[config.mk]
export PLATFORM = sky130hd
export DESIGN_NAME = time_of_day_clock_with_set_buttons_flat
export DESIGN_NICKNAME = d
export VERILOG_FILES = /design/src/rtl/tdclk_pkg.sv /design/src/rtl/tdclk_ifs.sv /design/src/rtl/tdclk_calc.sv /design/src/rtl/time_of_day_clock_with_set_buttons.sv /design/src/flat_wrapper.sv
export VERILOG_INCLUDE_DIRS = /design/src /design/src/rtl
export SDC_FILE = /design/constraint.sdc
export NUM_CORES = 1
export LEC_CHECK = 0
export ABC_AREA = 1
export BUFFER_PORTS_ARGS = -buffer_cell sky130_fd_sc_hd__buf_2
export CORE_MARGIN = 3
export CORE_UTILIZATION = 47
export DETAILED_ROUTE_END_ITERATION = 16
export GPL_TIMING_DRIVEN = 0
export PLACE_DENSITY = 0.77
export SYNTH_ARGS = -nofsm -noshare
export SYNTH_HDL_FRONTEND = slang
export SYNTH_HIERARCHICAL = 1
export SYNTH_SLANG_ARGS = --single-unit
[constraint.sdc]
create_clock -name clk -period 4.49 [get_ports clk]
set_input_delay 0.898 -clock clk [delete_from_list [all_inputs] [get_ports clk]]
set_output_delay 0.898 -clock clk [all_outputs]
set_load 0.005 [all_outputs]
[src/rtl/time_of_day_clock_with_set_buttons_assert.svh]
// assertion macros for the time of day clock
// used by time_of_day_clock_with_set_buttons.sv, expects clk and rst_n in scope
`ifndef TIME_OF_DAY_CLOCK_WITH_SET_BUTTONS_ASSERT_SVH
`define TIME_OF_DAY_CLOCK_WITH_SET_BUTTONS_ASSERT_SVH

// same-cycle implication
`define TDCLK_ASSERT_NOW(lbl, ante, cons) \
  lbl: assert property (@(posedge clk) disable iff (!rst_n) (ante) |-> (cons)) \
    else $error("tdclk assertion failed");

// next-cycle implication
`define TDCLK_ASSERT_NEXT(lbl, ante, cons) \
  lbl: assert property (@(posedge clk) disable iff (!rst_n) (ante) |=> (cons)) \
    else $error("tdclk assertion failed");

`endif

[src/rtl/tdclk_pkg.sv]
// shared types and constants for the time of day clock
// no dependencies
`default_nettype none

package tdclk_pkg;

  localparam int HOUR_W   = 5;
  localparam int MINUTE_W = 6;
  localparam int SECOND_W = 6;
  localparam int LEVEL_W  = 16;
  localparam int BTN_W    = 4;
  localparam int CFG_IDX_W = 3;

  localparam logic [HOUR_W-1:0]   HOUR_MAX   = 5'd23;
  localparam logic [MINUTE_W-1:0] MINUTE_MAX = 6'd59;
  localparam logic [SECOND_W-1:0] SECOND_MAX = 6'd59;

  localparam logic OP_TICK   = 1'b0;
  localparam logic OP_BUTTON = 1'b1;

  localparam int BTN_MIN_UP   = 0;
  localparam int BTN_MIN_DOWN = 1;
  localparam int BTN_HOUR_UP  = 2;
  localparam int BTN_HOUR_DOWN = 3;

  typedef enum logic [CFG_IDX_W-1:0] {
    REG_NIGHT_START = 3'd0,
    REG_NIGHT_END   = 3'd1,
    REG_DIM_LEVEL   = 3'd2,
    REG_BRIGHT_LEVEL = 3'd3,
    REG_FLASH_LEVEL = 3'd4
  } cfg_reg_t;

  localparam logic [HOUR_W-1:0]  RST_NIGHT_START  = 5'd22;
  localparam logic [HOUR_W-1:0]  RST_NIGHT_END    = 5'd5;
  localparam logic [LEVEL_W-1:0] RST_DIM_LEVEL    = 16'd1000;
  localparam logic [LEVEL_W-1:0] RST_BRIGHT_LEVEL = 16'd5000;
  localparam logic [LEVEL_W-1:0] RST_FLASH_LEVEL  = 16'd1;
  localparam logic [LEVEL_W-1:0] RST_BRIGHTNESS   = 16'd2500;

  typedef struct packed {
    logic [HOUR_W-1:0]  night_start;
    logic [HOUR_W-1:0]  night_end;
    logic [LEVEL_W-1:0] dim_level;
    logic [LEVEL_W-1:0] bright_level;
    logic [LEVEL_W-1:0] flash_level;
  } cfg_t;

  typedef struct packed {
    logic [HOUR_W-1:0]   hour;
    logic [MINUTE_W-1:0] minute;
    logic [SECOND_W-1:0] second;
    logic                set_flag;
    logic [LEVEL_W-1:0]  brightness;
  } clk_state_t;

  typedef struct packed {
    clk_state_t state;
    logic       restart;
  } step_t;

endpackage

`default_nettype wire

[src/rtl/tdclk_ifs.sv]
// valid/ready channel interfaces for requests, results and register writes
// depends on tdclk_pkg
`default_nettype none

interface tdclk_in_if;
  logic                        valid;
  logic                        ready;
  logic                        opcode;
  logic [tdclk_pkg::BTN_W-1:0] buttons_pressed;
  modport source (output valid, opcode, buttons_pressed, input ready);
  modport sink (input valid, opcode, buttons_pressed, output ready);
endinterface

interface tdclk_out_if;
  logic                           valid;
  logic                           ready;
  logic [tdclk_pkg::HOUR_W-1:0]   hours_now;
  logic [tdclk_pkg::MINUTE_W-1:0] minutes_now;
  logic [tdclk_pkg::SECOND_W-1:0] seconds_now;
  logic [tdclk_pkg::LEVEL_W-1:0]  brightness;
  logic                           time_known;
  logic                           restart_subsecond;
  modport source (output valid, hours_now, minutes_now, seconds_now, brightness,
                  time_known, restart_subsecond, input ready);
  modport sink (input valid, hours_now, minutes_now, seconds_now, brightness,
                time_known, restart_subsecond, output ready);
endinterface

interface tdclk_cfg_if;
  logic                            valid;
  logic                            ready;
  logic [tdclk_pkg::CFG_IDX_W-1:0] index;
  logic [tdclk_pkg::LEVEL_W-1:0]   data;
  modport source (output valid, index, data, input ready);
  modport sink (input valid, index, data, output ready);
endinterface

`default_nettype wire

[src/rtl/tdclk_calc.sv]
// next time, brightness and restart flag for one request
// depends on tdclk_pkg
`default_nettype none

module tdclk_calc (
  input  wire tdclk_pkg::clk_state_t      cur,
  input  wire tdclk_pkg::cfg_t            cfg,
  input  wire                             opcode,
  input  wire [tdclk_pkg::BTN_W-1:0]      buttons,
  output tdclk_pkg::step_t                step
);

  logic [tdclk_pkg::HOUR_W-1:0]   tick_hour;
  logic [tdclk_pkg::MINUTE_W-1:0] tick_minute;
  logic [tdclk_pkg::SECOND_W-1:0] tick_second;
  logic                           min_carry;
  logic                           hour_carry;
  logic                           night;

  always_comb begin
    min_carry  = cur.second >= tdclk_pkg::SECOND_MAX;
    tick_second = min_carry ? '0 : cur.second + 6'd1;
    hour_carry = min_carry && (cur.minute >= tdclk_pkg::MINUTE_MAX);
    if (!min_carry) begin
      tick_minute = cur.minute;
    end else if (hour_carry) begin
      tick_minute = '0;
    end else begin
      tick_minute = cur.minute + 6'd1;
    end
    if (!hour_carry) begin
      tick_hour = cur.hour;
    end else if (cur.hour >= tdclk_pkg::HOUR_MAX) begin
      tick_hour = '0;
    end else begin
      tick_hour = cur.hour + 5'd1;
    end

    if (cfg.night_start < cfg.night_end) begin
      night = (tick_hour >= cfg.night_start) && (tick_hour < cfg.night_end);
    end else if (cfg.night_start > cfg.night_end) begin
      night = (tick_hour >= cfg.night_start) || (tick_hour < cfg.night_end);
    end else begin
      night = 1'b0;
    end
  end

  always_comb begin
    step = '{state: cur, restart: 1'b0};
    if (opcode == tdclk_pkg::OP_TICK) begin
      step.state.hour   = tick_hour;
      step.state.minute = tick_minute;
      step.state.second = tick_second;
      if (!cur.set_flag && tick_second[0]) begin
        step.state.brightness = cfg.flash_level;
      end else if (night) begin
        step.state.brightness = cfg.dim_level;
      end else begin
        step.state.brightness = cfg.bright_level;
      end
    end else begin
      step.state.set_flag = 1'b1;
      if (buttons[tdclk_pkg::BTN_MIN_UP]) begin
        step.state.minute = (cur.minute >= tdclk_pkg::MINUTE_MAX) ? '0 : cur.minute + 6'd1;
        step.state.second = '0;
        step.restart      = 1'b1;
      end else if (buttons[tdclk_pkg::BTN_MIN_DOWN]) begin
        step.state.minute = (cur.minute == '0) ? tdclk_pkg::MINUTE_MAX : cur.minute - 6'd1;
        step.state.second = '0;
        step.restart      = 1'b1;
      end else if (buttons[tdclk_pkg::BTN_HOUR_UP]) begin
        step.state.hour = (cur.hour >= tdclk_pkg::HOUR_MAX) ? '0 : cur.hour + 5'd1;
      end else if (buttons[tdclk_pkg::BTN_HOUR_DOWN]) begin
        step.state.hour = (cur.hour == '0) ? tdclk_pkg::HOUR_MAX : cur.hour - 5'd1;
      end
    end
  end

endmodule

`default_nettype wire

[src/rtl/time_of_day_clock_with_set_buttons.sv]
// top level of the time of day clock: request register, update logic, result register
// depends on tdclk_pkg, tdclk_ifs, tdclk_calc and the assertion macro header
//
//   channel   dir   carries
//   in_ch     in    opcode, buttons_pressed
//   out_ch    out   hours_now, minutes_now, seconds_now, brightness, time_known,
//                   restart_subsecond
//   cfg_ch    in    index, data (register write, always ready)
//
// one request per cycle sustained while out_ch.ready is high; a request passes through
// the request register and then the result register before it shows as a result.
// the time and brightness state updates as a request moves into the result register.
// rst_n is synchronous; a stalled result holds both stages, and during a stall the
// request register takes a request only while it is empty.
`default_nettype none

module time_of_day_clock_with_set_buttons (
  input wire          clk,
  input wire          rst_n,
  tdclk_in_if.sink    in_ch,
  tdclk_out_if.source out_ch,
  tdclk_cfg_if.sink   cfg_ch
);

`include "time_of_day_clock_with_set_buttons_assert.svh"

  tdclk_pkg::cfg_t                cfg_r;
  tdclk_pkg::clk_state_t          state_r;
  tdclk_pkg::step_t               step_nxt;
  tdclk_pkg::step_t               out_r;
  logic                           in_v_r;
  logic                           in_op_r;
  logic [tdclk_pkg::BTN_W-1:0]    in_btn_r;
  logic                           out_v_r;
  logic                           advance;

  assign advance      = !out_v_r || out_ch.ready;
  assign in_ch.ready  = !in_v_r || advance;
  assign cfg_ch.ready = 1'b1;

  always_ff @(posedge clk) begin
    if (!rst_n) begin
      cfg_r.night_start  <= tdclk_pkg::RST_NIGHT_START;
      cfg_r.night_end    <= tdclk_pkg::RST_NIGHT_END;
      cfg_r.dim_level    <= tdclk_pkg::RST_DIM_LEVEL;
      cfg_r.bright_level <= tdclk_pkg::RST_BRIGHT_LEVEL;
      cfg_r.flash_level  <= tdclk_pkg::RST_FLASH_LEVEL;
    end else if (cfg_ch.valid) begin
      case (cfg_ch.index)
        tdclk_pkg::REG_NIGHT_START:
          cfg_r.night_start <= cfg_ch.data[tdclk_pkg::HOUR_W-1:0];
        tdclk_pkg::REG_NIGHT_END:
          cfg_r.night_end <= cfg_ch.data[tdclk_pkg::HOUR_W-1:0];
        tdclk_pkg::REG_DIM_LEVEL:    cfg_r.dim_level    <= cfg_ch.data;
        tdclk_pkg::REG_BRIGHT_LEVEL: cfg_r.bright_level <= cfg_ch.data;
        tdclk_pkg::REG_FLASH_LEVEL:  cfg_r.flash_level  <= cfg_ch.data;
        default: begin
        end
      endcase
    end
  end

  always_ff @(posedge clk) begin
    if (!rst_n) begin
      in_v_r <= 1'b0;
    end else if (in_ch.ready) begin
      in_v_r <= in_ch.valid;
    end
  end

  always_ff @(posedge clk) begin
    if (in_ch.valid && in_ch.ready) begin
      in_op_r  <= in_ch.opcode;
      in_btn_r <= in_ch.buttons_pressed;
    end
  end

  tdclk_calc u_calc (
    .cur     (state_r),
    .cfg     (cfg_r),
    .opcode  (in_op_r),
    .buttons (in_btn_r),
    .step    (step_nxt)
  );

  always_ff @(posedge clk) begin
    if (!rst_n) begin
      state_r.hour       <= '0;
      state_r.minute     <= '0;
      state_r.second     <= '0;
      state_r.set_flag   <= 1'b0;
      state_r.brightness <= tdclk_pkg::RST_BRIGHTNESS;
      out_v_r            <= 1'b0;
    end else if (advance) begin
      out_v_r <= in_v_r;
      if (in_v_r) begin
        state_r <= step_nxt.state;
      end
    end
  end

  always_ff @(posedge clk) begin
    if (advance && in_v_r) begin
      out_r <= step_nxt;
    end
  end

  assign out_ch.valid             = out_v_r;
  assign out_ch.hours_now         = out_r.state.hour;
  assign out_ch.minutes_now       = out_r.state.minute;
  assign out_ch.seconds_now       = out_r.state.second;
  assign out_ch.brightness        = out_r.state.brightness;
  assign out_ch.time_known        = out_r.state.set_flag;
  assign out_ch.restart_subsecond = out_r.restart;

  `TDCLK_ASSERT_NEXT(a_stall_holds_state, out_v_r && !out_ch.ready, $stable(state_r))
  `TDCLK_ASSERT_NOW(a_time_in_range, 1'b1,
    (state_r.hour <= tdclk_pkg::HOUR_MAX) && (state_r.minute <= tdclk_pkg::MINUTE_MAX) &&
    (state_r.second <= tdclk_pkg::SECOND_MAX))
  `TDCLK_ASSERT_NOW(a_restart_clears_sec, out_v_r && out_r.restart,
    out_r.state.second == '0 && out_r.state.set_flag)
  `TDCLK_ASSERT_NEXT(a_set_flag_sticky, state_r.set_flag, state_r.set_flag)
  `TDCLK_ASSERT_NEXT(a_result_matches_state, advance && in_v_r,
    out_v_r && out_r.state == state_r)

endmodule

`default_nettype wire
[src/flat_wrapper.sv]
// flat-port wrapper written by rule: the top's interface ports become plain ports
module time_of_day_clock_with_set_buttons_flat 
  (clk, rst_n, in_ch_valid, in_ch_opcode, in_ch_buttons_pressed, in_ch_ready, out_ch_valid, out_ch_hours_now, out_ch_minutes_now, out_ch_seconds_now, out_ch_brightness, out_ch_time_known, out_ch_restart_subsecond, out_ch_ready, cfg_ch_valid, cfg_ch_index, cfg_ch_data, cfg_ch_ready);
  tdclk_in_if in_ch_i ();
  tdclk_out_if out_ch_i ();
  tdclk_cfg_if cfg_ch_i ();
  input wire clk;
  input wire rst_n;
  input wire logic [$bits(in_ch_i.valid)-1:0] in_ch_valid;
  input wire logic [$bits(in_ch_i.opcode)-1:0] in_ch_opcode;
  input wire logic [$bits(in_ch_i.buttons_pressed)-1:0] in_ch_buttons_pressed;
  output wire logic [$bits(in_ch_i.ready)-1:0] in_ch_ready;
  output wire logic [$bits(out_ch_i.valid)-1:0] out_ch_valid;
  output wire logic [$bits(out_ch_i.hours_now)-1:0] out_ch_hours_now;
  output wire logic [$bits(out_ch_i.minutes_now)-1:0] out_ch_minutes_now;
  output wire logic [$bits(out_ch_i.seconds_now)-1:0] out_ch_seconds_now;
  output wire logic [$bits(out_ch_i.brightness)-1:0] out_ch_brightness;
  output wire logic [$bits(out_ch_i.time_known)-1:0] out_ch_time_known;
  output wire logic [$bits(out_ch_i.restart_subsecond)-1:0] out_ch_restart_subsecond;
  input wire logic [$bits(out_ch_i.ready)-1:0] out_ch_ready;
  input wire logic [$bits(cfg_ch_i.valid)-1:0] cfg_ch_valid;
  input wire logic [$bits(cfg_ch_i.index)-1:0] cfg_ch_index;
  input wire logic [$bits(cfg_ch_i.data)-1:0] cfg_ch_data;
  output wire logic [$bits(cfg_ch_i.ready)-1:0] cfg_ch_ready;
  assign in_ch_i.valid = in_ch_valid;
  assign in_ch_i.opcode = in_ch_opcode;
  assign in_ch_i.buttons_pressed = in_ch_buttons_pressed;
  assign in_ch_ready = in_ch_i.ready;
  assign out_ch_valid = out_ch_i.valid;
  assign out_ch_hours_now = out_ch_i.hours_now;
  assign out_ch_minutes_now = out_ch_i.minutes_now;
  assign out_ch_seconds_now = out_ch_i.seconds_now;
  assign out_ch_brightness = out_ch_i.brightness;
  assign out_ch_time_known = out_ch_i.time_known;
  assign out_ch_restart_subsecond = out_ch_i.restart_subsecond;
  assign out_ch_i.ready = out_ch_ready;
  assign cfg_ch_i.valid = cfg_ch_valid;
  assign cfg_ch_i.index = cfg_ch_index;
  assign cfg_ch_i.data = cfg_ch_data;
  assign cfg_ch_ready = cfg_ch_i.ready;
  time_of_day_clock_with_set_buttons u_core (.clk(clk), .rst_n(rst_n), .in_ch(in_ch_i), .out_ch(out_ch_i), .cfg_ch(cfg_ch_i));
endmodule
# Word-level counts from Yosys, hierarchy flattened
# Cells that the tools add are included.
# Widths: inputs -> output; s select.
[classes] add_sub_neg=5 n_mul=0 div_mod_pow=0 magnitude_cmp=7 n_eq_ne=4 shifts=0 muxes=23 n_bitwise=0 reduce_logical=20
[op_table] cell="$mux 16" n=3
[op_table] cell="$mux 5" n=7
[op_table] cell="$mux 6" n=5
[op_table] cell="$mux 12" n=2
[op_table] cell="$mux 17" n=1
[op_table] cell="$add 6x1->6 const B" n=2
[op_table] cell="$ge 6x6->1 const B" n=2
[op_table] cell="$reduce_and 2->1" n=6
[op_table] cell="$lt 5x5->1" n=2
[op_table] cell="$eq 3x2->1 const B" n=2
[op_table] cell="$logic_not 6->1" n=1
[op_table] cell="$sub 6x1->6 const B" n=1
[op_table] cell="$add 5x1->5 const B" n=1
[op_table] cell="$ge 5x5->1" n=1
[op_table] cell="$ge 5x5->1 const B" n=1
[op_table] cell="$gt 5x5->1" n=1
[op_table] cell="$logic_and 1x1->1" n=5
[op_table] cell="$logic_not 5->1" n=1
[op_table] cell="$mux 1" n=5
[op_table] cell="$sub 5x1->5 const B" n=1
[op_table] cell="$eq 3x1->1 const B" n=1
[op_table] cell="$eq 3x3->1 const B" n=1
[op_table] cell="$logic_not 1->1" n=3
[op_table] cell="$logic_not 3->1" n=1
[op_table] cell="$logic_or 1x1->1" n=3
[word_totals] ff_bits=134 latch_bits=0 ram_bits=0 rom_bits=0 inputBits=29 output_inout_bits=38 wordCells=79 n_memories=0

# Logic depth before layout (Yosys ltp)
# Gate-level depths: netlist (run 1).
[depth] ltp_word=10 ltp_mapped=24 mapped_depth_nobuf=23

# By module
# Netlist (run 1), hierarchy kept.
[modules_own_cells] mod="time_of_day_clock_with_set_buttons" n_inst=1 cells_each=559 area_per_inst_um2=4974.8 seq_area_each_um2=3083.0
[modules_own_cells] mod="tdclk_calc" n_inst=1 cells_each=363 area_per_inst_um2=1955.6 seq_area_each_um2=0.0

# Worst setup path after synthesis (run 1)
# No wires, ideal clock.
[synth_timing] path_kind="reg2reg" startpoint="register u_core/state_r[17] in the netlist's numbering" endpoint="register u_core/state_r[10] in the netlist's numbering" setup_ns=0.113 arrival_ns=2.647 t_required_ns=4.377 path_slack_ns=1.730 path_stages_with_launch=23 path_buffers=1 period_less_slack_ns=2.760 path_cell_list="dfxtp_1 ha_1 nor2_1 inv_1 nand2_2 nor2_8 nor2_1 a21oi_1 ha_1 a21oi_1 nor2_1 a211oi_1 nand2_2 nand2_4 nand2_4 buf_12 nand2_2 nand3_2 nand2_1 nand2_1 nand3b_1 nand2_1 nor2_1"
[synth_rtl] element="start, declared" line_no="time_of_day_clock_with_set_buttons.sv:28" text="tdclk_pkg::clk_state_t state_r;"
[synth_rtl] element="start signal, assigned" line_no="time_of_day_clock_with_set_buttons.sv:97" text="state_r <= step_nxt.state;"

==> results of run 1 <==
kinds of logic (layout without fill, tap and decap cells):
family | after synthesis | count (layout) | share of synthesized area
buffers and inverters | 119 | 215 | 0.07655
xor gates and xnor gates | 6 | 6 | 0.007583
other | 1 | 1 | 0.0005411
and+or+nand+nor | 565 | 565 | 0.3710
adders and majority gates | 19 | 19 | 0.03430
DFF | 134 | 134 | 0.4448
AOI/OAI and AO/OA | 78 | 78 | 0.06518
registers in the layout, indices dropped and copies added (netlist names):
register / count
u_core/cfg_r: 58
u_core/state_r: 34
u_core/out_ch.brightness: 16
u_core/out_ch.minutes_now: 6
u_core/out_ch.seconds_now: 6
u_core/out_ch.hours_now: 5
u_core/in_btn_r: 4
u_core/in_op_r: 1
u_core/in_v_r: 1
u_core/out_ch.restart_subsecond: 1
u_core/out_ch.time_known: 1
u_core/out_ch.valid: 1
critical path: cells and delay by family (launching register included):
family                     cells  cell delay [ns]
and+or+nand+nor               15             1.57
adders and majority gates      2             0.60
DFF                            1             0.49
buffers and inverters          2             0.48
AOI/OAI and AO/OA              2             0.33
worst max-delay path by stage:
| stage | slack (ns) | endpoint | depth (start not counted) |
|---|---|---|---|
| final | 0.94 | u_core/state_r[12]$_SDFFE_PN0P_ | 21 |
| after global routing | 0.67 | u_core/state_r[13]$_SDFFE_PN0P_ | 21 |
| after CTS | 1.01 | u_core/state_r[12]$_SDFFE_PN0P_ | 21 |
| after detailed placement | 1.07 | u_core/state_r[14]$_SDFFE_PN0P_ | 21 |
| after global placement | 1.13 | u_core/state_r[14]$_SDFFE_PN0P_ | 21 |
| after floorplan | 1.73 | u_core/state_r[10]$_SDFFE_PN0P_ | 22 |
routing by layer:
layer,wire (um),vias to the layer above,GRT usage
met2,8175,215,0.3645
li1,-,3159,-
met3,1136,28,0.05686
met1,8127,2968,0.2974
met5,0,-,0
met4,280,0,0.07886
power breakdown:
part,switching (mW),total (mW),internal [mW],leakage [nW]
Sequential,0.0410,1.36,1.32,1.15
Combinational,0.296,0.462,0.167,2.30
Clock,0.497,1.37,0.871,0.295
layout by cell type (no fill, tap or decap), drive strengths merged, types with 3 or more instances in the layout:
master / count
clkinv: 5
o21ai: 37
nand2: 245
clkbuf: 39
nor2: 170
buf: 92
ha: 19
inv: 78
edfxtp: 40
nand4: 4
o22ai: 3
o221ai: 7
a21oi: 22
nand3: 109
dfxtp: 94
xor2: 6
nand3b: 33
per-stage QoR:
step                  util  worst slack (ns)  instance area, um^2  instances  hold slack [ns]
finish              0.5702            0.9408                 8068       1198           0.4603
global route        0.5702            0.6719                 8068       1198           0.4820
CTS                 0.5702             1.005                 8068       1198           0.4602
detailed placement  0.5283             1.072                 7476       1166           0.4462
global placement    0.5283             1.133                 7476       1166           0.4398
floorplan                -             1.730                 6930        922           0.4292
area by class of cell:
type | instances | area (um^2) | area share
timing repair buffer | 64 | 320.3 | 0.03970
inverter | 78 | 292.8 | 0.03629
clock buffer | 26 | 531.8 | 0.06591
sequential | 134 | 3083 | 0.3821
clock inverter | 6 | 60.06 | 0.007444
multi-input combinational | 669 | 3317 | 0.4111
tap | 180 | 225.2 | 0.02792
buffer | 41 | 237.7 | 0.02947
==> impl_metrics.prom, run 1 <==
# TYPE chip_impl_metric gauge
chip_impl_metric{name="r2r_slack",unit="ns"} 0.94
chip_impl_metric{name="viasPerCell",unit=""} 5.317
chip_impl_info{name="highest_delay_cell_along_the_critical_path",value="dfxtp_1"} 1
chip_impl_metric{name="cts.repair.resized",unit=""} 0
chip_impl_info{name="synth_area_leaders",value="dfxtp_1 27%, edfxtp_1 17%, nand2_1 12%"} 1
chip_impl_info{name="worst_hold_path_type",value="register to register"} 1
chip_impl_metric{name="residual_antenna_violating_net_count_after_detailed_routing",unit=""} 0
chip_impl_info{name="yosys_most_used_dff",value="dfxtp_1"} 1
chip_impl_metric{name="relSlewSlack",unit=""} 0.5467
chip_impl_metric{name="synth_warnings",unit=""} 6
chip_impl_metric{name="first_pass_grt_wire_length",unit="um"} 29370
chip_impl_metric{name="fin_crit",unit="ns"} 3.549
chip_impl_metric{name="cts_hold_buffers",unit=""} 0
chip_impl_metric{name="clock_transition_time_at_the_flip_flop_clock_pins_of_the_worst_setup_and_hold_paths",unit="ns"} 0.06
chip_impl_info{name="run_status",value="finished clean"} 1
chip_impl_metric{name="worst_r2r_path_depth",unit=""} 21
chip_impl_metric{name="synth_seq_cells",unit=""} 134
chip_impl_metric{name="cts_buffer_depth",unit=""} 2
chip_impl_metric{name="dp_hpwl",unit="um"} 12720
chip_impl_metric{name="design.die.area",unit="um^2"} 16240
chip_impl_metric{name="die-width",unit="um"} 127.4
chip_impl_metric{name="insertedDiodeCount",unit=""} 0
chip_impl_metric{name="cts_buffer_count",unit=""} 17
chip_impl_metric{name="wirelength_routed",unit="um"} 17720
chip_impl_metric{name="die_y",unit="um"} 127.4
chip_impl_metric{name="whs_path_depth",unit=""} 2
chip_impl_metric{name="clock_skew",unit="ns"} 0.006131
chip_impl_metric{name="crit_arrival",unit="ns"} 3.89
chip_impl_metric{name="cpPeakStageDelay",unit="ns"} 0.49
chip_impl_metric{name="rows",unit=""} 43
chip_impl_info{name="cts_tree",value="done"} 1
chip_impl_metric{name="total_power",unit="mW"} 3.191
chip_impl_info{name="synthDominantAreaCellType",value="dfxtp_1"} 1
chip_impl_metric{name="n_fill_cell",unit=""} 1325
chip_impl_metric{name="critical_path_required",unit="ns"} 4.84
chip_impl_metric{name="leakagePower",unit="nW"} 3.745
chip_impl_metric{name="tightest_slew",unit="ns"} 0.6775
chip_impl_metric{name="grt_max_degree",unit=""} 45
chip_impl_metric{name="post_synth.cell_area_avg",unit="um^2"} 7.517
chip_impl_info{name="end_of_the_worst_register_to_register_path",value="u_core/state_r[12]$_SDFFE_PN0P_"} 1
chip_impl_info{name="synth_top_cells_by_count",value="227 x nand2_1, 161 x nor2_1, 98 x nand3_1"} 1
chip_impl_info{name="setup.worst_path.start_class",value="register"} 1
chip_impl_metric{name="max-vdd-ir-drop",unit="mV"} 0.2611
chip_impl_metric{name="initial_utilization",unit=""} 0.4898
chip_impl_info{name="cts_root_cell",value="clkbuf_16"} 1
chip_impl_metric{name="coreArea",unit="um^2"} 14150
chip_impl_metric{name="layout-drive-gt1-share",unit=""} 0.1552
chip_impl_info{name="crit_chain",value="ha_1 -> nand2_1 -> nand3_1 -> nand2_1 -> nand3_1 -> o21ai_0 -> ha_1 -> nand2_1 -> inv_1 -> nand4_1 -> o2111ai_1 -> nand2_1 -> nand2_2 -> clkbuf_1 -> nand3_1 -> nand3_2 -> nand2_1 -> nand2_1 -> nand3b_1 -> nand2_1 -> nor2_1"} 1
chip_impl_metric{name="via_count",unit=""} 6370
chip_impl_metric{name="syn2layout_area_growth",unit="%"} 16.41
chip_impl_metric{name="groute.usage.overall",unit=""} 0.2265
chip_impl_metric{name="report.final.setup_viol",unit=""} 0
chip_impl_metric{name="fin_setup_tns",unit="ns"} 0
chip_impl_metric{name="synth_edf_count",unit=""} 40
chip_impl_metric{name="finalNetCount",unit=""} 1053
chip_impl_metric{name="yosys.area.top_type_share",unit=""} 0.2715
chip_impl_metric{name="maxCapViolations",unit=""} 0
chip_impl_metric{name="postCtsSetupRepairBufs",unit=""} 0
chip_impl_info{name="hold_end",value="u_core/cfg_r[19]$_SDFFE_PN1P_"} 1
chip_impl_metric{name="power_density",unit="nW/um^2"} 395.6
chip_impl_metric{name="wl_per_cell",unit="um"} 14.79
chip_impl_metric{name="place.port_buffers",unit=""} 64
chip_impl_metric{name="async_flop_share",unit=""} 0
chip_impl_metric{name="i_o_pins",unit=""} 67
chip_impl_metric{name="first_pass_iters",unit=""} 5
chip_impl_info{name="critPathMostFrequentCell",value="nand2_1"} 1
chip_impl_info{name="rsz_0062_raised_after_global_routing",value="false"} 1
chip_impl_metric{name="clock.fmax",unit="MHz"} 281.8
chip_impl_info{name="reg2reg_from",value="u_core/state_r[29]$_SDFFE_PN0P_"} 1
chip_impl_metric{name="cts_sinks",unit=""} 134
chip_impl_metric{name="drcViolationCount",unit=""} 0
chip_impl_metric{name="layout_worst_path_cycle_share",unit=""} 0.7905
chip_impl_metric{name="number_of_antenna_violations_at_the_first_check_in_global_routing",unit=""} 0
chip_impl_metric{name="post_synth_instance_area",unit="um^2"} 6930
chip_impl_metric{name="syn-num-nets",unit=""} 970
chip_impl_info{name="crit_start",value="u_core/state_r[29]$_SDFFE_PN0P_"} 1
chip_impl_metric{name="maxSlewViolCount",unit=""} 0
chip_impl_metric{name="gr_overflow_total",unit=""} 0
chip_impl_metric{name="synth_seq_area_share",unit=""} 0.4448
chip_impl_metric{name="cts.htree.levels",unit=""} 4
chip_impl_metric{name="synth_cells",unit=""} 922
chip_impl_info{name="worst_hold_startpoint",value="u_core/cfg_r[19]$_SDFFE_PN1P_"} 1
chip_impl_metric{name="clk_latency",unit="ns"} 0.42
chip_impl_metric{name="synth_cell_types",unit=""} 40
chip_impl_info{name="yosys.cell_count.top_type",value="nand2_1"} 1
chip_impl_metric{name="routability_congestion_estimate_from_global_placement",unit=""} 0.9539
chip_impl_info{name="worst-setup-path-type",value="register to register"} 1
chip_impl_metric{name="first_global_vias",unit=""} 6035
chip_impl_metric{name="path_max_fanout",unit=""} 10
chip_impl_metric{name="final_hold_viol_count",unit=""} 0
chip_impl_info{name="nature_of_the_critical_path_endpoint",value="register"} 1
chip_impl_metric{name="initialDrtViolationCount",unit=""} 572
Note: power is estimated with default switching activity, not from simulation.
==> inputs of run 2 (changes only) <==
--- a/config.mk
+++ b/config.mk
@@ -6,7 +6,7 @@
 export SDC_FILE = /design/constraint.sdc
 export NUM_CORES = 1
 export LEC_CHECK = 0
-export ABC_AREA = 1
+export ABC_AREA = 0
 export BUFFER_PORTS_ARGS = -buffer_cell sky130_fd_sc_hd__buf_2
 export CORE_MARGIN = 3
 export CORE_UTILIZATION = 47
==> constraint.sdc (replaced) <==
create_clock -name clk -period 3.6 [get_ports clk]
set_input_delay 0.72 -clock clk [delete_from_list [all_inputs] [get_ports clk]]
set_output_delay 0.72 -clock clk [all_outputs]
set_load 0.005 [all_outputs]
==> run 2 against run 1 <==
The run now ends with negative setup slack left. Final cell count shrank 13%. Non-clock buffer count grew 39. Utilization grew 4.4 points. Area after synthesis shrank 3.8%. Critical path type unchanged.
==> impl_metrics.prom, run 2 <==
# TYPE chip_impl_metric gauge
chip_impl_metric{name="via_count",unit=""} 5955
chip_impl_metric{name="die-width",unit="um"} 125.1
chip_impl_metric{name="max-vdd-ir-drop",unit="mV"} 0.3390
chip_impl_metric{name="grt_max_degree",unit=""} 45
chip_impl_info{name="worst-setup-path-type",value="register to register"} 1
chip_impl_metric{name="maxSlewViolCount",unit=""} 0
chip_impl_metric{name="wirelength_routed",unit="um"} 18090
chip_impl_info{name="run_status",value="finished, violations left"} 1
chip_impl_metric{name="residual_antenna_violating_net_count_after_detailed_routing",unit=""} 0
chip_impl_metric{name="cts_buffer_depth",unit=""} 2
chip_impl_info{name="largest-register",value="u_core/cfg_r"} 1
chip_impl_metric{name="cts_hold_buffers",unit=""} 0
chip_impl_metric{name="sequential_cell_area",unit="um^2"} 3108
chip_impl_metric{name="tightest_slew",unit="ns"} 1.059
chip_impl_metric{name="dpl.cell_count",unit=""} 984
chip_impl_metric{name="cts_sinks",unit=""} 134
chip_impl_metric{name="clk_latency",unit="ns"} 0.42
chip_impl_metric{name="clock.fmax",unit="MHz"} 277.6
chip_impl_metric{name="fin_setup_tns",unit="ns"} -0.001884
chip_impl_metric{name="number_of_antenna_violations_at_the_first_check_in_global_routing",unit=""} 0
chip_impl_info{name="yosys.cell_count.top_type",value="nand2_1"} 1
chip_impl_metric{name="coreArea",unit="um^2"} 13560
chip_impl_info{name="failed_checks",value="negative setup slack"} 1
chip_impl_info{name="synth_area_leaders",value="dfxtp_1 28%, edfxtp_1 18%, nand2_1 7.8%"} 1
chip_impl_metric{name="total_power",unit="mW"} 3.880
chip_impl_metric{name="wl_per_cell",unit="um"} 17.39
chip_impl_metric{name="design.die.area",unit="um^2"} 15650
chip_impl_metric{name="groute.usage.overall",unit=""} 0.2227
chip_impl_info{name="cts_root_cell",value="clkbuf_16"} 1
chip_impl_metric{name="i_o_pins",unit=""} 67
chip_impl_metric{name="synth_warnings",unit=""} 6
chip_impl_metric{name="multi_input_comb_area",unit="um^2"} 3478
chip_impl_metric{name="async_flop_share",unit=""} 0
chip_impl_metric{name="first_global_vias",unit=""} 5392
chip_impl_metric{name="insertedDiodeCount",unit=""} 0
chip_impl_metric{name="rows",unit=""} 42
chip_impl_metric{name="routability_congestion_estimate_from_global_placement",unit=""} 0.8856
chip_impl_metric{name="report.final.setup_viol",unit=""} 1
chip_impl_metric{name="first_pass_iters",unit=""} 5
chip_impl_metric{name="dp_hpwl",unit="um"} 12100
chip_impl_info{name="worst_hold_path_type",value="register to register"} 1
chip_impl_metric{name="synth_edf_count",unit=""} 40
chip_impl_info{name="setup.worst_path.start_class",value="register"} 1
chip_impl_info{name="synthDominantAreaCellType",value="dfxtp_1"} 1
chip_impl_metric{name="clock_skew",unit="ns"} 0.009244
chip_impl_metric{name="relSlewSlack",unit=""} 0.2938
chip_impl_metric{name="initial_utilization",unit=""} 0.4918
chip_impl_metric{name="post-route-worst-setup-slack",unit="ns"} -0.001884
chip_impl_info{name="most-common-layout-cells",value="131 x nand2_1, 84 x dfxtp_1, 74 x o21ai_0"} 1
chip_impl_metric{name="gr_overflow_total",unit=""} 0
chip_impl_info{name="rsz_0062_raised_after_global_routing",value="true"} 1
chip_impl_metric{name="dpl-instance-area",unit="um^2"} 7208
chip_impl_metric{name="layout-drive-gt1-share",unit=""} 0.2465
chip_impl_metric{name="cts_buffer_count",unit=""} 17
chip_impl_metric{name="post_synth.cell_area_avg",unit="um^2"} 8.962
chip_impl_info{name="reg_top3",value="u_core/cfg_r: 58 flops, u_core/state_r: 34 flops, u_core/out_ch.brightness: 16 flops"} 1
chip_impl_metric{name="leakagePower",unit="nW"} 3.258
chip_impl_metric{name="stdcell_area",unit="um^2"} 8320
chip_impl_metric{name="fin_crit",unit="ns"} 3.602
chip_impl_metric{name="yosys.area.top_type_share",unit=""} 0.2822
chip_impl_metric{name="synth_cells",unit=""} 744
chip_impl_metric{name="crit_arrival",unit="ns"} 3.78
chip_impl_metric{name="dp_slack",unit="ns"} -0.8269
chip_impl_metric{name="clock_transition_time_at_the_flip_flop_clock_pins_of_the_worst_setup_and_hold_paths",unit="ns"} 0.06
chip_impl_info{name="synth_top_cells_by_count",value="139 x nand2_1, 94 x dfxtp_1, 77 x o21ai_0"} 1
chip_impl_metric{name="post_synth_instance_area",unit="um^2"} 6668
chip_impl_info{name="leading_cell_type_in_the_layout_fill_and_taps_excluded",value="nand2_1"} 1
chip_impl_metric{name="path_max_fanout",unit=""} 10
chip_impl_info{name="cts_tree",value="done"} 1
chip_impl_metric{name="synth_seq_area_share",unit=""} 0.4624
chip_impl_metric{name="postLayoutCoreUtil",unit=""} 0.6137
chip_impl_metric{name="place.port_buffers",unit=""} 64
chip_impl_metric{name="n_fill_cell",unit=""} 1136
chip_impl_metric{name="first_pass_grt_wire_length",unit="um"} 28360
chip_impl_metric{name="critical_path_required",unit="ns"} 3.78
chip_impl_metric{name="synth_cell_types",unit=""} 63
chip_impl_metric{name="fin_cells",unit=""} 1040
chip_impl_metric{name="initialDrtViolationCount",unit=""} 686
chip_impl_metric{name="maxCapViolations",unit=""} 0
chip_impl_metric{name="viasPerCell",unit=""} 5.726
chip_impl_metric{name="die_y",unit="um"} 125.1
chip_impl_metric{name="finalNetCount",unit=""} 899
chip_impl_metric{name="syn-num-nets",unit=""} 792
chip_impl_metric{name="cts.htree.levels",unit=""} 4
chip_impl_metric{name="synth_seq_cells",unit=""} 134
chip_impl_info{name="yosys_most_used_dff",value="dfxtp_1"} 1
chip_impl_info{name="nature_of_the_critical_path_endpoint",value="register"} 1
chip_impl_metric{name="power_density",unit="nW/um^2"} 466.3
chip_impl_metric{name="worst_hold_slack",unit="ns"} 0.4655
chip_impl_metric{name="drcViolationCount",unit=""} 0
chip_impl_metric{name="syn2layout_area_growth",unit="%"} 24.79
chip_impl_metric{name="final_hold_viol_count",unit=""} 0
chip_impl_metric{name="largest_reg_flops",unit=""} 58
chip_impl_metric{name="layout_worst_path_cycle_share",unit=""} 1.001
run 2: worst max-delay path: stages, from the launching register on:
cell and delay [ns]:
dfxtp_4 0.40, buf_8 0.15, inv_1 0.07, ha_1 0.31, nor2b_2 0.18, nand2_1 0.08
o21ai_2 0.08, ha_1 0.29, nand4_1 0.14, buf_4 0.18, nor4_4 0.36, o21bai_2 0.14
a22o_4 0.29, buf_12 0.16, a221oi_2 0.28, a21oi_2 0.12, buf_4 0.15
run 2: worst paths after layout:
path                                         from                                     end  slack [ns]  depth (start not counted)
setup / recovery  u_core/state_r[29]$_SDFFE_PN0P_  u_core/out_ch.brightness[11]$_DFFE_PP_      -0.002                         16
hold / removal    u_core/state_r[28]$_SDFFE_PN0P_         u_core/state_r[28]$_SDFFE_PN0P_        0.47                          2
setup reg to reg  u_core/state_r[29]$_SDFFE_PN0P_  u_core/out_ch.brightness[11]$_DFFE_PP_      -0.002                         16
hold reg to reg   u_core/state_r[28]$_SDFFE_PN0P_         u_core/state_r[28]$_SDFFE_PN0P_        0.47                          2
run 2: area by class of cell:
class                      instances  area share
multi-input combinational        533      0.4180
clock buffer                      19     0.05579
timing repair buffer              90     0.06241
sequential                       134      0.3735
tap                              176     0.02647
buffer                            54     0.03534
inverter                          21    0.009474
clock inverter                    13     0.01895
run 2: what timing repair did:
action | 4_1_cts | 5_1_grt
pin swaps | 7 | 30
endpoints found under the hold margin | 0 | 0
gates resized for setup | 37 | 43
endpoints found under the setup margin | 32 | 30
setup buffers | 5 | 21
run 2: cell families after synthesis:
kind of cell | share of synthesized area
compound gates | 0.1815
flops | 0.4624
mux | 0.07675
xor+xnor | 0.009195
fa+ha+maj | 0.03565
other cells | 0.0005624
buf+inv | 0.05217
simple gates | 0.1818
run 2: power breakdown:
part           internal, mW  leakage (nW)  switching (mW)
Sequential             1.61          1.16          0.0372
Combinational         0.159          1.79           0.262
Clock                  1.10         0.308           0.708
Total                  2.87          3.26            1.01
run 2: per-layer routing:
metal,vias to the layer above,part of all wire,global-route usage
li1,2864,-,-
met1,2796,0.43,0.3016
met2,264,0.48,0.3591
met3,31,0.068,0.04136
met4,0,0.016,0.07908
met5,-,0,0
==> inputs of run 3 (changes only) <==
--- a/config.mk
+++ b/config.mk
@@ -9,10 +9,10 @@
 export ABC_AREA = 0
 export BUFFER_PORTS_ARGS = -buffer_cell sky130_fd_sc_hd__buf_2
 export CORE_MARGIN = 3
-export CORE_UTILIZATION = 47
+export CORE_UTILIZATION = 35
 export DETAILED_ROUTE_END_ITERATION = 16
 export GPL_TIMING_DRIVEN = 0
-export PLACE_DENSITY = 0.77
+export PLACE_DENSITY = 0.63
 export SYNTH_ARGS = -nofsm -noshare
 export SYNTH_HDL_FRONTEND = slang
 export SYNTH_HIERARCHICAL = 1
==> run 3 against run 2 <==
The run now ends clean. Total power decreased by 2.9%. Combinational power decreased by 0.9%. Utilization decreased by 16 points. Sequential power is essentially flat. Register-to-register slack gained 0.08 ns. Via count down 3.2%. Clock power down 6%. Routed wire length rose by 2.3%. Sequential share of layout area fell by 0.050 points.
==> impl_metrics.prom, run 3 (same netlist as run 2, synthesis figures left out) <==
# TYPE chip_impl_metric gauge
chip_impl_metric{name="gr_overflow_total",unit=""} 0
chip_impl_metric{name="wl_per_cell",unit="um"} 17.04
chip_impl_metric{name="initialDrtViolationCount",unit=""} 402
chip_impl_metric{name="place.port_buffers",unit=""} 64
chip_impl_metric{name="cts_hold_buffers",unit=""} 0
chip_impl_metric{name="i_o_pins",unit=""} 67
chip_impl_metric{name="cts_buffer_count",unit=""} 17
chip_impl_metric{name="relSlewSlack",unit=""} 0.2644
chip_impl_info{name="rsz_0062_raised_after_global_routing",value="true"} 1
chip_impl_metric{name="die-width",unit="um"} 144.0
chip_impl_info{name="nature_of_the_critical_path_endpoint",value="register"} 1
chip_impl_metric{name="maxCapViolations",unit=""} 0
chip_impl_info{name="run_status",value="finished clean"} 1
chip_impl_metric{name="coreArea",unit="um^2"} 18330
chip_impl_metric{name="post-route-worst-setup-slack",unit="ns"} 0.08130
chip_impl_metric{name="die_y",unit="um"} 144.0
chip_impl_info{name="most-common-layout-cells",value="136 x nand2_1, 84 x dfxtp_1, 74 x buf_2, 74 x o21ai_0, 51 x nand3_1"} 1
chip_impl_metric{name="via_count",unit=""} 5765
chip_impl_metric{name="n_fill_cell",unit=""} 1735
chip_impl_metric{name="finalNetCount",unit=""} 891
chip_impl_metric{name="first_pass_iters",unit=""} 5
chip_impl_metric{name="stdcell_area",unit="um^2"} 8332
chip_impl_metric{name="path_max_fanout",unit=""} 5
chip_impl_metric{name="rows",unit=""} 49
chip_impl_metric{name="total_power",unit="mW"} 3.767
chip_impl_metric{name="groute.usage.overall",unit=""} 0.1758
chip_impl_metric{name="leakagePower",unit="nW"} 3.213
chip_impl_metric{name="cts.htree.levels",unit=""} 4
chip_impl_metric{name="worst_hold_slack",unit="ns"} 0.4635
chip_impl_metric{name="first_pass_grt_wire_length",unit="um"} 28480
chip_impl_metric{name="power_density",unit="nW/um^2"} 452.1
chip_impl_metric{name="max-vdd-ir-drop",unit="mV"} 0.2476
chip_impl_metric{name="clk_latency",unit="ns"} 0.42
chip_impl_info{name="cts_root_cell",value="clkbuf_16"} 1
chip_impl_metric{name="wirelength_routed",unit="um"} 18500
chip_impl_metric{name="number_of_antenna_violations_at_the_first_check_in_global_routing",unit=""} 1
chip_impl_metric{name="layout_worst_path_cycle_share",unit=""} 0.9774
chip_impl_metric{name="grt_max_degree",unit=""} 45
chip_impl_metric{name="largest_reg_flops",unit=""} 58
chip_impl_metric{name="clock_transition_time_at_the_flip_flop_clock_pins_of_the_worst_setup_and_hold_paths",unit="ns"} 0.06
chip_impl_metric{name="fin_setup_tns",unit="ns"} 0
chip_impl_metric{name="report.final.setup_viol",unit=""} 0
chip_impl_metric{name="design.die.area",unit="um^2"} 20740
chip_impl_metric{name="crit_arrival",unit="ns"} 3.86
chip_impl_metric{name="first_global_vias",unit=""} 5304
chip_impl_metric{name="viasPerCell",unit=""} 5.308
chip_impl_info{name="cts_tree",value="done"} 1
chip_impl_metric{name="layout-drive-gt1-share",unit=""} 0.2395
chip_impl_info{name="leading_cell_type_in_the_layout_fill_and_taps_excluded",value="nand2_1"} 1
chip_impl_metric{name="final_hold_viol_count",unit=""} 0
chip_impl_info{name="reg_top3",value="u_core/cfg_r: 58 flops, u_core/state_r: 34 flops, u_core/out_ch.brightness: 16 flops"} 1
chip_impl_metric{name="dp_slack",unit="ns"} -0.8968
chip_impl_info{name="largest-register",value="u_core/cfg_r"} 1
chip_impl_metric{name="dp_hpwl",unit="um"} 12770
chip_impl_info{name="setup.worst_path.start_class",value="register"} 1
chip_impl_metric{name="tightest_slew",unit="ns"} 1.103
chip_impl_metric{name="critical_path_required",unit="ns"} 3.94
chip_impl_metric{name="residual_antenna_violating_net_count_after_detailed_routing",unit=""} 0
chip_impl_info{name="worst-setup-path-type",value="register to register"} 1
chip_impl_metric{name="dpl-instance-area",unit="um^2"} 7274
chip_impl_metric{name="clock_skew",unit="ns"} 0.009326
chip_impl_metric{name="initial_utilization",unit=""} 0.3637
chip_impl_metric{name="drcViolationCount",unit=""} 0
chip_impl_metric{name="cts_sinks",unit=""} 134
chip_impl_metric{name="cts_buffer_depth",unit=""} 2
chip_impl_info{name="worst_hold_path_type",value="register to register"} 1
chip_impl_metric{name="fin_crit",unit="ns"} 3.519
chip_impl_metric{name="syn2layout_area_growth",unit="%"} 24.96
chip_impl_metric{name="maxSlewViolCount",unit=""} 0
chip_impl_metric{name="routability_congestion_estimate_from_global_placement",unit=""} 0.8970
chip_impl_metric{name="clock.fmax",unit="MHz"} 284.2
==> run 3: cell types whose count changed in the layout (fill, tap and decap cells not counted), sizes merged <==
cell / previous run / this run
inv: 27 / 28
diode: 0 / 1
clkbuf: 51 / 53
bufinv: 2 / 1
buf: 112 / 102
clkinv: 5 / 3
clkinvlp: 0 / 2
==> run 3: metrics by stage <==
stage	instances	utilization
4_1_cts	1074	0.4376
3_5_place_dp	1037	0.3968
2_1_floorplan	744	-
5_1_grt	1086	0.4545
6_report	1086	0.4545
3_3_place_gp	1037	0.3968
==> run 3: worst max-delay path, cell delays in order (launching register included) <==
cell	delay (ns)
dfxtp_4	0.38
ha_4	0.16
o2111ai_4	0.17
or2_4	0.31
buf_6	0.14
nand2_1	0.07
nand2_2	0.10
ha_4	0.29
nand4_1	0.13
buf_4	0.17
nor4_4	0.31
nor3_2	0.08
buf_4	0.14
a22oi_2	0.21
buf_4	0.19
buf_4	0.13
nand2_1	0.06
a21oi_2	0.20
nand2_1	0.07
mux2i_1	0.14
==> run 3: path summary, 6_finish.rpt <==
check                                                     start                               to  slack [ns]  depth (start not counted)
worst max register to register  u_core/state_r[17]$_SDFFE_PN0P_   u_core/state_r[0]$_SDFFE_PN0P_        0.08                         19
worst max-delay path            u_core/state_r[17]$_SDFFE_PN0P_   u_core/state_r[0]$_SDFFE_PN0P_        0.08                         19
worst min-delay path            u_core/state_r[28]$_SDFFE_PN0P_  u_core/state_r[28]$_SDFFE_PN0P_        0.46                          2
worst min register to register  u_core/state_r[28]$_SDFFE_PN0P_  u_core/state_r[28]$_SDFFE_PN0P_        0.46                          2
==> run 3: final cells by class <==
cell class                      instances  area, um^2  area share
Inverter                               21       78.83    0.009461
Clock inverter                         13       132.6     0.01592
Timing Repair Buffer                   82       470.5     0.05646
Clock buffer                           19       452.9     0.05436
Buffer                                 54       294.0     0.03529
Sequential cell                       134        3108      0.3730
Tap cell                              229       286.5     0.03439
Multi-Input combinational cell        533        3506      0.4208
Antenna cell                            1       2.502   0.0003003
==> run 3: per-layer routing <==
layer / vias up / global-route usage / part of all wire
met5: - / 0 / 0
li1: 2841 / - / -
met3: 25 / 0.04200 / 0.053
met1: 2723 / 0.2357 / 0.46
met4: 0 / 0.05699 / 0.017
met2: 176 / 0.2805 / 0.47
==> run 3: power breakdown <==
group / internal, mW / leakage, nW / switching [mW] / total [mW]
Clock: 1.01 / 0.284 / 0.695 / 1.70
Sequential: 1.61 / 1.16 / 0.0369 / 1.65
Combinational: 0.156 / 1.77 / 0.262 / 0.418
==> run 3: what timing repair did <==
action | CTS | global route
cloned | 0 | 2
setup buffers | 7 | 9
setup endpoints to repair | 32 | 32
pin swaps | 6 | 24
gates resized for setup | 34 | 47
